===== src/rtl/differential_thruster_mixer_macros.svh =====
// Assertion macros for the differential thruster mixer.
`ifndef DIFFERENTIAL_THRUSTER_MIXER_MACROS_SVH
`define DIFFERENTIAL_THRUSTER_MIXER_MACROS_SVH

`ifndef SYNTHESIS

// Plain property checked on every rising clock edge out of reset.
`define DTM_ASSERT(name, expr) \
	name: assert property (@(posedge clk) disable iff (!arst_n) (expr)) \
		else $error("dtm assertion failed");

// Condition in one cycle implies the result in the next.
`define DTM_ASSERT_NEXT(name, cond, expr) \
	name: assert property (@(posedge clk) disable iff (!arst_n) (cond) |=> (expr)) \
		else $error("dtm assertion failed");

`else

`define DTM_ASSERT(name, expr)
`define DTM_ASSERT_NEXT(name, cond, expr)

`endif

`endif


===== src/rtl/dtm_pkg.sv =====
// Types and constants for the differential thruster mixer.
package dtm_pkg;

	typedef enum logic [1:0] {
		CMD_AUTO   = 2'd0,
		CMD_MANUAL = 2'd1,
		CMD_TICK   = 2'd2,
		CMD_ENABLE = 2'd3
	} cmd_t;

	typedef enum logic [2:0] {
		REG_GAIN        = 3'd0,
		REG_MAX_LINEAR  = 3'd1,
		REG_MAX_ANGULAR = 3'd2,
		REG_STOP_DELAY  = 3'd3,
		REG_MAX_STEP    = 3'd4,
		REG_MODE_FLAGS  = 3'd5
	} reg_idx_t;

	localparam int unsigned ADDR_W = 5;
	localparam int unsigned DATA_W = 32;

	localparam logic [7:0] PWM_STOP = 8'd150;
	localparam logic [7:0] PWM_MIN  = 8'd110;
	localparam logic [7:0] PWM_MAX  = 8'd190;

	localparam logic [15:0] GAIN_RST        = 16'd2304;
	localparam logic [14:0] MAX_LINEAR_RST  = 15'd256;
	localparam logic [14:0] MAX_ANGULAR_RST = 15'd256;
	localparam logic [15:0] STOP_DELAY_RST  = 16'd5;
	localparam logic [7:0]  MAX_STEP_RST    = 8'd1;
	localparam logic [2:0]  MODE_FLAGS_RST  = 3'd0;

	localparam int unsigned MODE_BACKWARD  = 0;
	localparam int unsigned MODE_INV_LEFT  = 1;
	localparam int unsigned MODE_INV_RIGHT = 2;

	localparam logic [15:0] AGE_TIMED_OUT = 16'hFFFF;

	typedef struct packed {
		cmd_t               cmd;
		logic signed [15:0] linear;
		logic signed [15:0] angular;
		logic               enable;
	} item_t;

	typedef struct packed {
		logic [7:0] pwm_left;
		logic [7:0] pwm_right;
		logic       from_enable;
	} result_t;

endpackage


===== src/rtl/differential_thruster_mixer.sv =====
// Differential thruster mixer: command store, mix, scale, clamp and slew limit.
//
//  channel  | handshake                  | beat
//  ---------+----------------------------+------------------------------------------
//  item     | item_valid / item_stall    | cmd, linear, angular, enable
//  result   | result_valid / result_stall| pwm_left, pwm_right, from_enable
//  config   | psel, penable, pwrite      | paddr, pwdata, prdata (pready tied high)
//
// An accepted beat lands in the input register; when it moves on, it is worked
// through the mix, the 17x16 gain multiply, rounding, clamp, mirror and slew,
// and its result (if any) is registered in the result register.
// Sustained rate is one item per cycle while the result side does not stall.
// A stalled result register holds the item in the input register, so the
// item side stalls only while a result waits and another item is queued.
// Reset clears command ages to timed out, sets enabled and both last PWM
// values to stop, and loads the configuration defaults; no clearing pass.
`include "differential_thruster_mixer_macros.svh"

module differential_thruster_mixer (
	input  logic                        clk,
	input  logic                        arst_n,

	input  logic                        item_valid,
	output logic                        item_stall,
	input  dtm_pkg::item_t              item,

	output logic                        result_valid,
	input  logic                        result_stall,
	output dtm_pkg::result_t            result,

	input  logic                        psel,
	input  logic                        penable,
	input  logic                        pwrite,
	input  logic [dtm_pkg::ADDR_W-1:0]  paddr,
	input  logic [dtm_pkg::DATA_W-1:0]  pwdata,
	output logic [dtm_pkg::DATA_W-1:0]  prdata,
	output logic                        pready
);

	import dtm_pkg::*;

	localparam logic signed [33:0] STOP_SCALED = 34'(PWM_STOP) <<< 16;
	localparam logic [8:0]         STOP_TWICE  = {PWM_STOP, 1'b0};

	// Q8.8 side velocity to PWM: scale, offset, round half away, clamp.
	function automatic logic [7:0] to_pwm(input logic signed [16:0] v,
			input logic [15:0] g);
		logic signed [33:0] s;
		logic [32:0]        rnd;
		logic [16:0]        r;
		logic [7:0]         res;
		s   = (34'(v) * 34'($signed({1'b0, g}))) + STOP_SCALED;
		rnd = s[32:0] + 33'd32768;
		r   = rnd[32:16];
		if (s[33]) begin
			// any negative sum rounds to zero or below
			res = PWM_MIN;
		end else if (r > 17'(PWM_MAX)) begin
			res = PWM_MAX;
		end else if (r < 17'(PWM_MIN)) begin
			res = PWM_MIN;
		end else begin
			res = r[7:0];
		end
		return res;
	endfunction

	function automatic logic signed [15:0] clamp_mag(input logic signed [15:0] v,
			input logic [14:0] lim);
		logic signed [16:0] lv;
		logic signed [16:0] vx;
		logic signed [15:0] res;
		lv = $signed({2'b00, lim});
		vx = {v[15], v};
		if (vx > lv) begin
			res = $signed({1'b0, lim});
		end else if (vx < -lv) begin
			res = -$signed({1'b0, lim});
		end else begin
			res = v;
		end
		return res;
	endfunction

	function automatic logic [7:0] slew(input logic [7:0] last, input logic [7:0] target,
			input logic [7:0] step);
		logic signed [9:0] st;
		logic signed [9:0] d;
		logic signed [9:0] sum;
		st = $signed({2'b00, (step == 8'd0) ? 8'd1 : step});
		d  = $signed({2'b00, target}) - $signed({2'b00, last});
		if (d > st) begin
			d = st;
		end else if (d < -st) begin
			d = -st;
		end
		sum = $signed({2'b00, last}) + d;
		return sum[7:0];
	endfunction

	function automatic logic [15:0] age_inc(input logic [15:0] age);
		return (age == AGE_TIMED_OUT) ? age : age + 16'd1;
	endfunction

	// configuration registers
	logic [15:0] gain_q;
	logic [14:0] max_linear_q;
	logic [14:0] max_angular_q;
	logic [15:0] stop_delay_q;
	logic [7:0]  max_step_q;
	logic [2:0]  mode_flags_q;

	// block state
	logic signed [15:0] auto_linear_q, auto_angular_q;
	logic signed [15:0] manual_linear_q, manual_angular_q;
	logic [15:0]        auto_age_q, manual_age_q;
	logic               enabled_q, stop_done_q;
	logic [7:0]         last_left_q, last_right_q;

	// next state
	logic signed [15:0] auto_linear_n, auto_angular_n;
	logic signed [15:0] manual_linear_n, manual_angular_n;
	logic [15:0]        auto_age_n, manual_age_n;
	logic               enabled_n, stop_done_n;
	logic [7:0]         last_left_n, last_right_n;

	// pipeline
	logic    valid_s1;
	item_t   item_s1;
	logic    adv;
	logic    produce;
	result_t res_n;
	logic    res_valid_q;
	result_t res_q;

	// tick datapath
	logic               man_fresh, auto_fresh;
	logic signed [15:0] auto_lin_c, auto_ang_c;
	logic signed [15:0] l, a;
	logic signed [16:0] left, right;
	logic [7:0]         tl, tr, ml, mr;
	logic [8:0]         mirror_l, mirror_r;
	logic               is_stop;

	logic               cfg_wr;
	reg_idx_t           cfg_idx;

	// ---------------------------------------------------------------- config
	assign pready  = 1'b1;
	assign cfg_wr  = psel && penable && pwrite;
	assign cfg_idx = reg_idx_t'(paddr[ADDR_W-1:2]);

	always_ff @(posedge clk or negedge arst_n) begin
		if (!arst_n) begin
			gain_q        <= GAIN_RST;
			max_linear_q  <= MAX_LINEAR_RST;
			max_angular_q <= MAX_ANGULAR_RST;
			stop_delay_q  <= STOP_DELAY_RST;
			max_step_q    <= MAX_STEP_RST;
			mode_flags_q  <= MODE_FLAGS_RST;
		end else if (cfg_wr) begin
			case (cfg_idx)
				REG_GAIN:        gain_q        <= pwdata[15:0];
				REG_MAX_LINEAR:  max_linear_q  <= pwdata[14:0];
				REG_MAX_ANGULAR: max_angular_q <= pwdata[14:0];
				REG_STOP_DELAY:  stop_delay_q  <= pwdata[15:0];
				REG_MAX_STEP:    max_step_q    <= pwdata[7:0];
				REG_MODE_FLAGS:  mode_flags_q  <= pwdata[2:0];
				default: ;
			endcase
		end
	end

	always_comb begin
		case (cfg_idx)
			REG_GAIN:        prdata = DATA_W'(gain_q);
			REG_MAX_LINEAR:  prdata = DATA_W'(max_linear_q);
			REG_MAX_ANGULAR: prdata = DATA_W'(max_angular_q);
			REG_STOP_DELAY:  prdata = DATA_W'(stop_delay_q);
			REG_MAX_STEP:    prdata = DATA_W'(max_step_q);
			REG_MODE_FLAGS:  prdata = DATA_W'(mode_flags_q);
			default:         prdata = '0;
		endcase
	end

	// ------------------------------------------------------------- handshake
	// The held item moves on when the result register is empty or being taken.
	assign adv          = valid_s1 && (!res_valid_q || !result_stall);
	assign item_stall   = valid_s1 && !adv;
	assign result_valid = res_valid_q;
	assign result       = res_q;

	always_ff @(posedge clk or negedge arst_n) begin
		if (!arst_n) begin
			valid_s1 <= 1'b0;
		end else if (!item_stall) begin
			valid_s1 <= item_valid;
		end
	end

	always_ff @(posedge clk) begin
		if (item_valid && !item_stall) begin
			item_s1 <= item;
		end
	end

	// ------------------------------------------------------------ tick path
	always_comb begin
		man_fresh  = manual_age_q < stop_delay_q;
		auto_fresh = auto_age_q < stop_delay_q;
		auto_lin_c = clamp_mag(auto_linear_q, max_linear_q);
		auto_ang_c = clamp_mag(auto_angular_q, max_angular_q);
		l = man_fresh ? manual_linear_q : auto_lin_c;
		a = man_fresh ? manual_angular_q : auto_ang_c;
		left  = {l[15], l} + {a[15], a};
		right = {l[15], l} - {a[15], a};
		if (!mode_flags_q[MODE_BACKWARD]) begin
			if (left[16]) left = '0;
			if (right[16]) right = '0;
		end
		if (man_fresh || auto_fresh) begin
			tl = to_pwm(left, gain_q);
			tr = to_pwm(right, gain_q);
		end else begin
			tl = PWM_STOP;
			tr = PWM_STOP;
		end
		// stop test sees the unmirrored targets
		is_stop  = (tl == PWM_STOP) && (tr == PWM_STOP);
		mirror_l = STOP_TWICE - {1'b0, tl};
		mirror_r = STOP_TWICE - {1'b0, tr};
		ml = mode_flags_q[MODE_INV_LEFT]  ? mirror_l[7:0] : tl;
		mr = mode_flags_q[MODE_INV_RIGHT] ? mirror_r[7:0] : tr;
	end

	// ------------------------------------------------------------ state update
	always_comb begin
		auto_linear_n    = auto_linear_q;
		auto_angular_n   = auto_angular_q;
		manual_linear_n  = manual_linear_q;
		manual_angular_n = manual_angular_q;
		auto_age_n       = auto_age_q;
		manual_age_n     = manual_age_q;
		enabled_n        = enabled_q;
		stop_done_n      = stop_done_q;
		last_left_n      = last_left_q;
		last_right_n     = last_right_q;
		produce          = 1'b0;
		res_n            = '{pwm_left: PWM_STOP, pwm_right: PWM_STOP, from_enable: 1'b0};

		if (adv) begin
			case (item_s1.cmd)
				CMD_AUTO: begin
					auto_linear_n  = item_s1.linear;
					auto_angular_n = item_s1.angular;
					auto_age_n     = '0;
				end
				CMD_MANUAL: begin
					manual_linear_n  = item_s1.linear;
					manual_angular_n = item_s1.angular;
					manual_age_n     = '0;
				end
				CMD_ENABLE: begin
					enabled_n         = item_s1.enable;
					stop_done_n       = 1'b1;
					produce           = 1'b1;
					res_n.from_enable = 1'b1;
				end
				CMD_TICK: begin
					auto_age_n   = age_inc(auto_age_q);
					manual_age_n = age_inc(manual_age_q);
					if (enabled_q) begin
						// clamped automatic command is written back
						if (auto_fresh && !man_fresh) begin
							auto_linear_n  = auto_lin_c;
							auto_angular_n = auto_ang_c;
						end
						if (!is_stop || !stop_done_q) begin
							stop_done_n     = is_stop;
							produce         = 1'b1;
							last_left_n     = slew(last_left_q, ml, max_step_q);
							last_right_n    = slew(last_right_q, mr, max_step_q);
							res_n.pwm_left  = last_left_n;
							res_n.pwm_right = last_right_n;
						end
					end
				end
				default: ;
			endcase
		end
	end

	always_ff @(posedge clk or negedge arst_n) begin
		if (!arst_n) begin
			auto_linear_q    <= '0;
			auto_angular_q   <= '0;
			manual_linear_q  <= '0;
			manual_angular_q <= '0;
			auto_age_q       <= AGE_TIMED_OUT;
			manual_age_q     <= AGE_TIMED_OUT;
			enabled_q        <= 1'b1;
			stop_done_q      <= 1'b0;
			last_left_q      <= PWM_STOP;
			last_right_q     <= PWM_STOP;
		end else begin
			auto_linear_q    <= auto_linear_n;
			auto_angular_q   <= auto_angular_n;
			manual_linear_q  <= manual_linear_n;
			manual_angular_q <= manual_angular_n;
			auto_age_q       <= auto_age_n;
			manual_age_q     <= manual_age_n;
			enabled_q        <= enabled_n;
			stop_done_q      <= stop_done_n;
			last_left_q      <= last_left_n;
			last_right_q     <= last_right_n;
		end
	end

	// ------------------------------------------------------------ result reg
	always_ff @(posedge clk or negedge arst_n) begin
		if (!arst_n) begin
			res_valid_q <= 1'b0;
		end else if (adv) begin
			res_valid_q <= produce;
		end else if (!result_stall) begin
			res_valid_q <= 1'b0;
		end
	end

	always_ff @(posedge clk) begin
		if (adv && produce) begin
			res_q <= res_n;
		end
	end

	// ------------------------------------------------------------ checks
	`DTM_ASSERT(a_stall_needs_item, !item_stall || (valid_s1 && res_valid_q))
	`DTM_ASSERT(a_enable_beat_is_stop, !(result_valid && result.from_enable) || (result.pwm_left == PWM_STOP && result.pwm_right == PWM_STOP))
	`DTM_ASSERT(a_tick_beat_tracks_last, !(result_valid && !result.from_enable) || (result.pwm_left == last_left_q && result.pwm_right == last_right_q))
	`DTM_ASSERT_NEXT(a_enable_sets_stop_done, adv && item_s1.cmd == CMD_ENABLE, stop_done_q)

endmodule


===== config.mk =====
export PLATFORM = sky130hd
export DESIGN_NAME = differential_thruster_mixer
export DESIGN_NICKNAME = d
export VERILOG_FILES = /design/src/rtl/dtm_pkg.sv /design/src/rtl/differential_thruster_mixer.sv
export VERILOG_INCLUDE_DIRS = /design/src /design/src/rtl
export SDC_FILE = /design/constraint.sdc
export NUM_CORES = 2
export LEC_CHECK = 0
export BUFFER_PORTS_ARGS = -buffer_cell sky130_fd_sc_hd__buf_2
export CORE_ASPECT_RATIO = 1.4
export CORE_UTILIZATION = 35
export DETAILED_ROUTE_END_ITERATION = 8
export GPL_ROUTABILITY_DRIVEN = 0
export PLACE_DENSITY = 0.48
export SYNTH_ARGS = -nofsm -noshare
export SYNTH_HDL_FRONTEND = slang
export SYNTH_SLANG_ARGS = --single-unit
export TNS_END_PERCENT = 5

===== constraint.sdc =====
create_clock -name clk -period 26.9 [get_ports clk]
set_input_delay 1.345 -clock clk [delete_from_list [all_inputs] [get_ports clk]]
set_output_delay 1.345 -clock clk [all_outputs]
set_load 0.01 [all_outputs]

==> impl_metrics.tcl <==
set metrics [dict create \
    reg2reg_to "result[8]$_SDFFCE_PN1P_" \
    yosys.cell_types.count 97 \
    worst_slew_pin_slew_ns 1.12 \
    cp_data_required_time_ns 27.13 \
    path_class "reg2reg" \
    slew_headroom_pct 25.6 \
    ys.warnings.count 0 \
    htreeDepth 1 \
    dieArea_um2 124000 \
    synthAdderAreaFrac_pct 38.5 \
    tns_ns 0 \
    chipWidth_um 297 \
    r2r_cells 81 \
    grt_pass1_vias 36200 \
    cts_tree "built" \
    rsz0062_at_grt "false" \
    cts_resized 0 \
    path_buf_inv 11 \
    period_share_pct 83.3 \
    firstDrtPassIters 6 \
    synth-async-reset-ratio_pct 78.4 \
    fin_crit_ns 22.41 \
    worst_skew_pair.late_latency_ns 0.58 \
    dpl-instance-area_um2 45000 \
    arrival_ns 22.63 \
    drtIter0Drc 1771 \
    fmax_mhz 44.6 \
    cpPeakStageDelay_ns 0.67 \
    rows 151 \
    cap_violations 0 \
    clock_sinks 241 \
    grt_usage_pct 22.4 \
    synth-edff-count 52 \
    synth-compound-area-share_pct 12.3 \
    drive_gt1_share_pct 7.58 \
    root_buffer "clkbuf_16" \
    end_kind "flop" \
    io_pins 131 \
    synth.cell_area_um2 42700 \
    min-delay-start "item_s1[22]$_DFFE_PP_" \
    slew_viol_final 0 \
    overflow 0 \
    drtAntennaViolNets 0 \
    setup_violations 0 \
    muxShareOfSynthArea_pct 2.53 \
    dpl.cell_count 6511 \
    fp.dieH_um 415 \
    antenna_found_initial 2 \
    grt_pass1_wl_um 214000 \
    holdWs_ns 0.463 \
    synth_xor_area_share_pct 3.34 \
    hold-path-endpoint "manual_linear_q[5]$_DFFE_PN0P_" \
    synth_cells 4947 \
    finalHoldViolations 0 \
    ys_seq_area_share_pct 14.9 \
    min_path_type "reg2reg" \
    fillers 12500 \
    core_area_um2 121000 \
    synth_top_family_by_area "adder cells" \
    start_util_pct 35.3 \
    nNetsFinal 5977 \
    syn_area_per_cell_um2 8.64 \
    synth-simple-area-share_pct 18.7 \
    routed_wl_um 136000 \
    cts_hold_buf 0 \
    finalClockSkew_ns 0.0339 \
    grt_max_degree 70 \
    avgRoutedWirePerCell_um 20.7 \
    area_delta_synth_final_pct 7.27 \
    fin_cells 6556 \
    port_buffers 95 \
    vias 33800 \
    path_clk_slew_ns 0.07 \
    dp_hpwl_um 111000 \
    cp_slowest_cell "a211oi_1" \
    drc_errors 0 \
    avgViaCountPerCell 5.15 \
    final_area_um2 45800 \
    min_path_cells 2 \
    synthFlopType "dfrtp_1" \
    clock_path_buffers 3 \
    regToRegSetupSlack_ns 4.49 \
    post_cts_buffers 0 \
    r2r_start "max_linear_q[0]$_DFFE_PN0P_" \
    path_max_fanout 25 \
    start_kind "flop" \
    path_delay_family "simple AND/OR/NAND/NOR gates" \
    cts_inserted_buffers 24 \
    yosys_register_bits 241 \
    outcome "finished clean" \
]
## cell type report
cell class              instances  area [um2]  share of cell area [%]
clock buffers                  30         633                    1.38
multi-input cells            3633       32400                    70.6
diodes                          1        2.50                 0.00546
flip-flops and latches        241        6350                    13.9
clock inverters                14         196                   0.428
inverters                     859        3220                    7.03
well taps                    1606        2010                    4.38
repair buffers                172        1060                    2.32
## placed cells by master, fill, tap and decap left out, types with 24 or more instances in the layout
| cell | synthesis | final |
|---|---|---|
| a31oi_1 | 29 | 29 |
| and3_1 | 68 | 68 |
| a21o_1 | 77 | 77 |
| nand2b_1 | 32 | 32 |
| mux2_2 | 30 | 30 |
| or3_1 | 46 | 46 |
| buf_4 | 17 | 77 |
| o21bai_1 | 28 | 28 |
| nand3_1 | 79 | 79 |
| xnor2_1 | 119 | 118 |
| nor3_1 | 75 | 70 |
| o31ai_1 | 43 | 43 |
| nor2b_1 | 48 | 47 |
| inv_1 | 857 | 857 |
| o21ai_0 | 184 | 183 |
| ha_1 | 389 | 389 |
| buf_2 | 6 | 94 |
| o21a_1 | 43 | 43 |
| clkbuf_16 | 0 | 24 |
| nand4_1 | 46 | 46 |
| edfxtp_1 | 52 | 52 |
| nand2_1 | 558 | 557 |
| dfrtp_1 | 141 | 140 |
| and2_1 | 318 | 317 |
| xor2_1 | 44 | 44 |
| mux2i_1 | 30 | 30 |
| dfstp_2 | 48 | 48 |
| nor2_1 | 239 | 235 |
| fa_1 | 578 | 578 |
| a21oi_1 | 190 | 190 |
| a211oi_1 | 35 | 33 |
## routing by layer
metal | part of all wire (%) | global-route usage [%] | vias up
li1 | - | - | 16000
met1 | 39 | 25.1 | 17000
met2 | 55 | 44.1 | 606
met3 | 2.2 | 0.972 | 202
met4 | 4.0 | 8.10 | 0
met5 | 0 | 0 | -
## synth_stat cells, drive strengths merged (20+ instances only)
| library cell | number | share of area, % |
|---|---|---|
| nor2 | 239 | 2.1 |
| a21o | 77 | 1.4 |
| nand2 | 559 | 4.9 |
| xor2 | 44 | 0.90 |
| and4 | 20 | 0.41 |
| mux2 | 43 | 1.2 |
| o21a | 43 | 0.76 |
| or3 | 46 | 0.67 |
| o211ai | 20 | 0.35 |
| a31oi | 30 | 0.47 |
| a211oi | 39 | 0.73 |
| fa | 578 | 27 |
| dfrtp | 141 | 8.3 |
| edfxtp | 52 | 3.7 |
| nand4 | 46 | 0.67 |
| clkbuf | 188 | 1.7 |
| a21oi | 190 | 2.2 |
| o21ai | 193 | 2.3 |
| nor3 | 76 | 0.90 |
| buf | 43 | 0.61 |
| nand2b | 32 | 0.47 |
| o31ai | 44 | 0.78 |
| ha | 389 | 11 |
| nand3 | 80 | 0.95 |
| nor2b | 48 | 0.70 |
| xnor2 | 119 | 2.4 |
| and3 | 68 | 1.0 |
| and2 | 319 | 4.7 |
| dfstp | 48 | 3.0 |
| o21bai | 28 | 0.49 |
| inv | 859 | 7.5 |
| mux2i | 30 | 0.70 |
| nor4 | 20 | 0.34 |
## per-stage QoR
stage | utilization [%] | setup WS, ns
finish | 37.9 | 4.49
global route | 37.9 | 3.04
CTS | 37.9 | 4.47
detailed placement | 37.2 | 4.62
global placement | 37.2 | 4.67
floorplan | - | 8.08
## cells by family (layout without fill, tap and decap cells)
group	Yosys count	in the layout
AO/OA/AOI/OAI	802	802
buffers and inverters	1090	1075
XOR/XNOR	163	163
adder cells (fa/ha/maj)	967	967
multiplexers	84	84
AND/OR/NAND/NOR	1598	1598
other	2	20
flip-flops	241	241
## worst reg2reg max path: cells and delay by family, from the launching register on
family | cells | cell delay, ns
buffers and inverters | 11 | 1.71
and+or+nand+nor | 29 | 6.63
xor gates and xnor gates | 2 | 0.77
adders and majority gates | 14 | 5.50
DFF | 1 | 0.51
AOI/OAI and AO/OA | 24 | 6.57
muxes | 1 | 0.37
## registers in the layout, indices dropped and copies added, names as in the netlist
signal	flops
item_s1	35
result	17
auto_age_q	16
auto_angular_q	16
auto_linear_q	16
gain_q	16
manual_age_q	16
manual_angular_q	16
manual_linear_q	16
stop_delay_q	16
max_angular_q	15
max_linear_q	15
last_left_q	8
last_right_q	8
max_step_q	8
mode_flags_q	3
enabled_q	1
result_valid	1
stop_done_q	1
valid_s1	1
## how the worst max path moves through the flow
stage / from / to / slack, ns / cells after the start
final: max_linear_q[0]$_DFFE_PN0P_ / result[8]$_SDFFCE_PN1P_ / 4.49 / 81
after global routing: max_linear_q[0]$_DFFE_PN0P_ / result[8]$_SDFFCE_PN1P_ / 3.04 / 82
after CTS: max_linear_q[0]$_DFFE_PN0P_ / result[8]$_SDFFCE_PN1P_ / 4.47 / 82
after detailed placement: max_linear_q[0]$_DFFE_PN0P_ / result[8]$_SDFFCE_PN1P_ / 4.62 / 81
after global placement: max_linear_q[2]$_DFFE_PN0P_ / result[8]$_SDFFCE_PN1P_ / 4.67 / 79
after floorplan: max_angular_q[0]$_DFFE_PN0P_ / result[8]$_SDFFCE_PN1P_ / 8.08 / 83
Power is left out: the tool's default activity adds up to more than one toggle a clock period on the data nets, which glitch-free logic cannot reach.
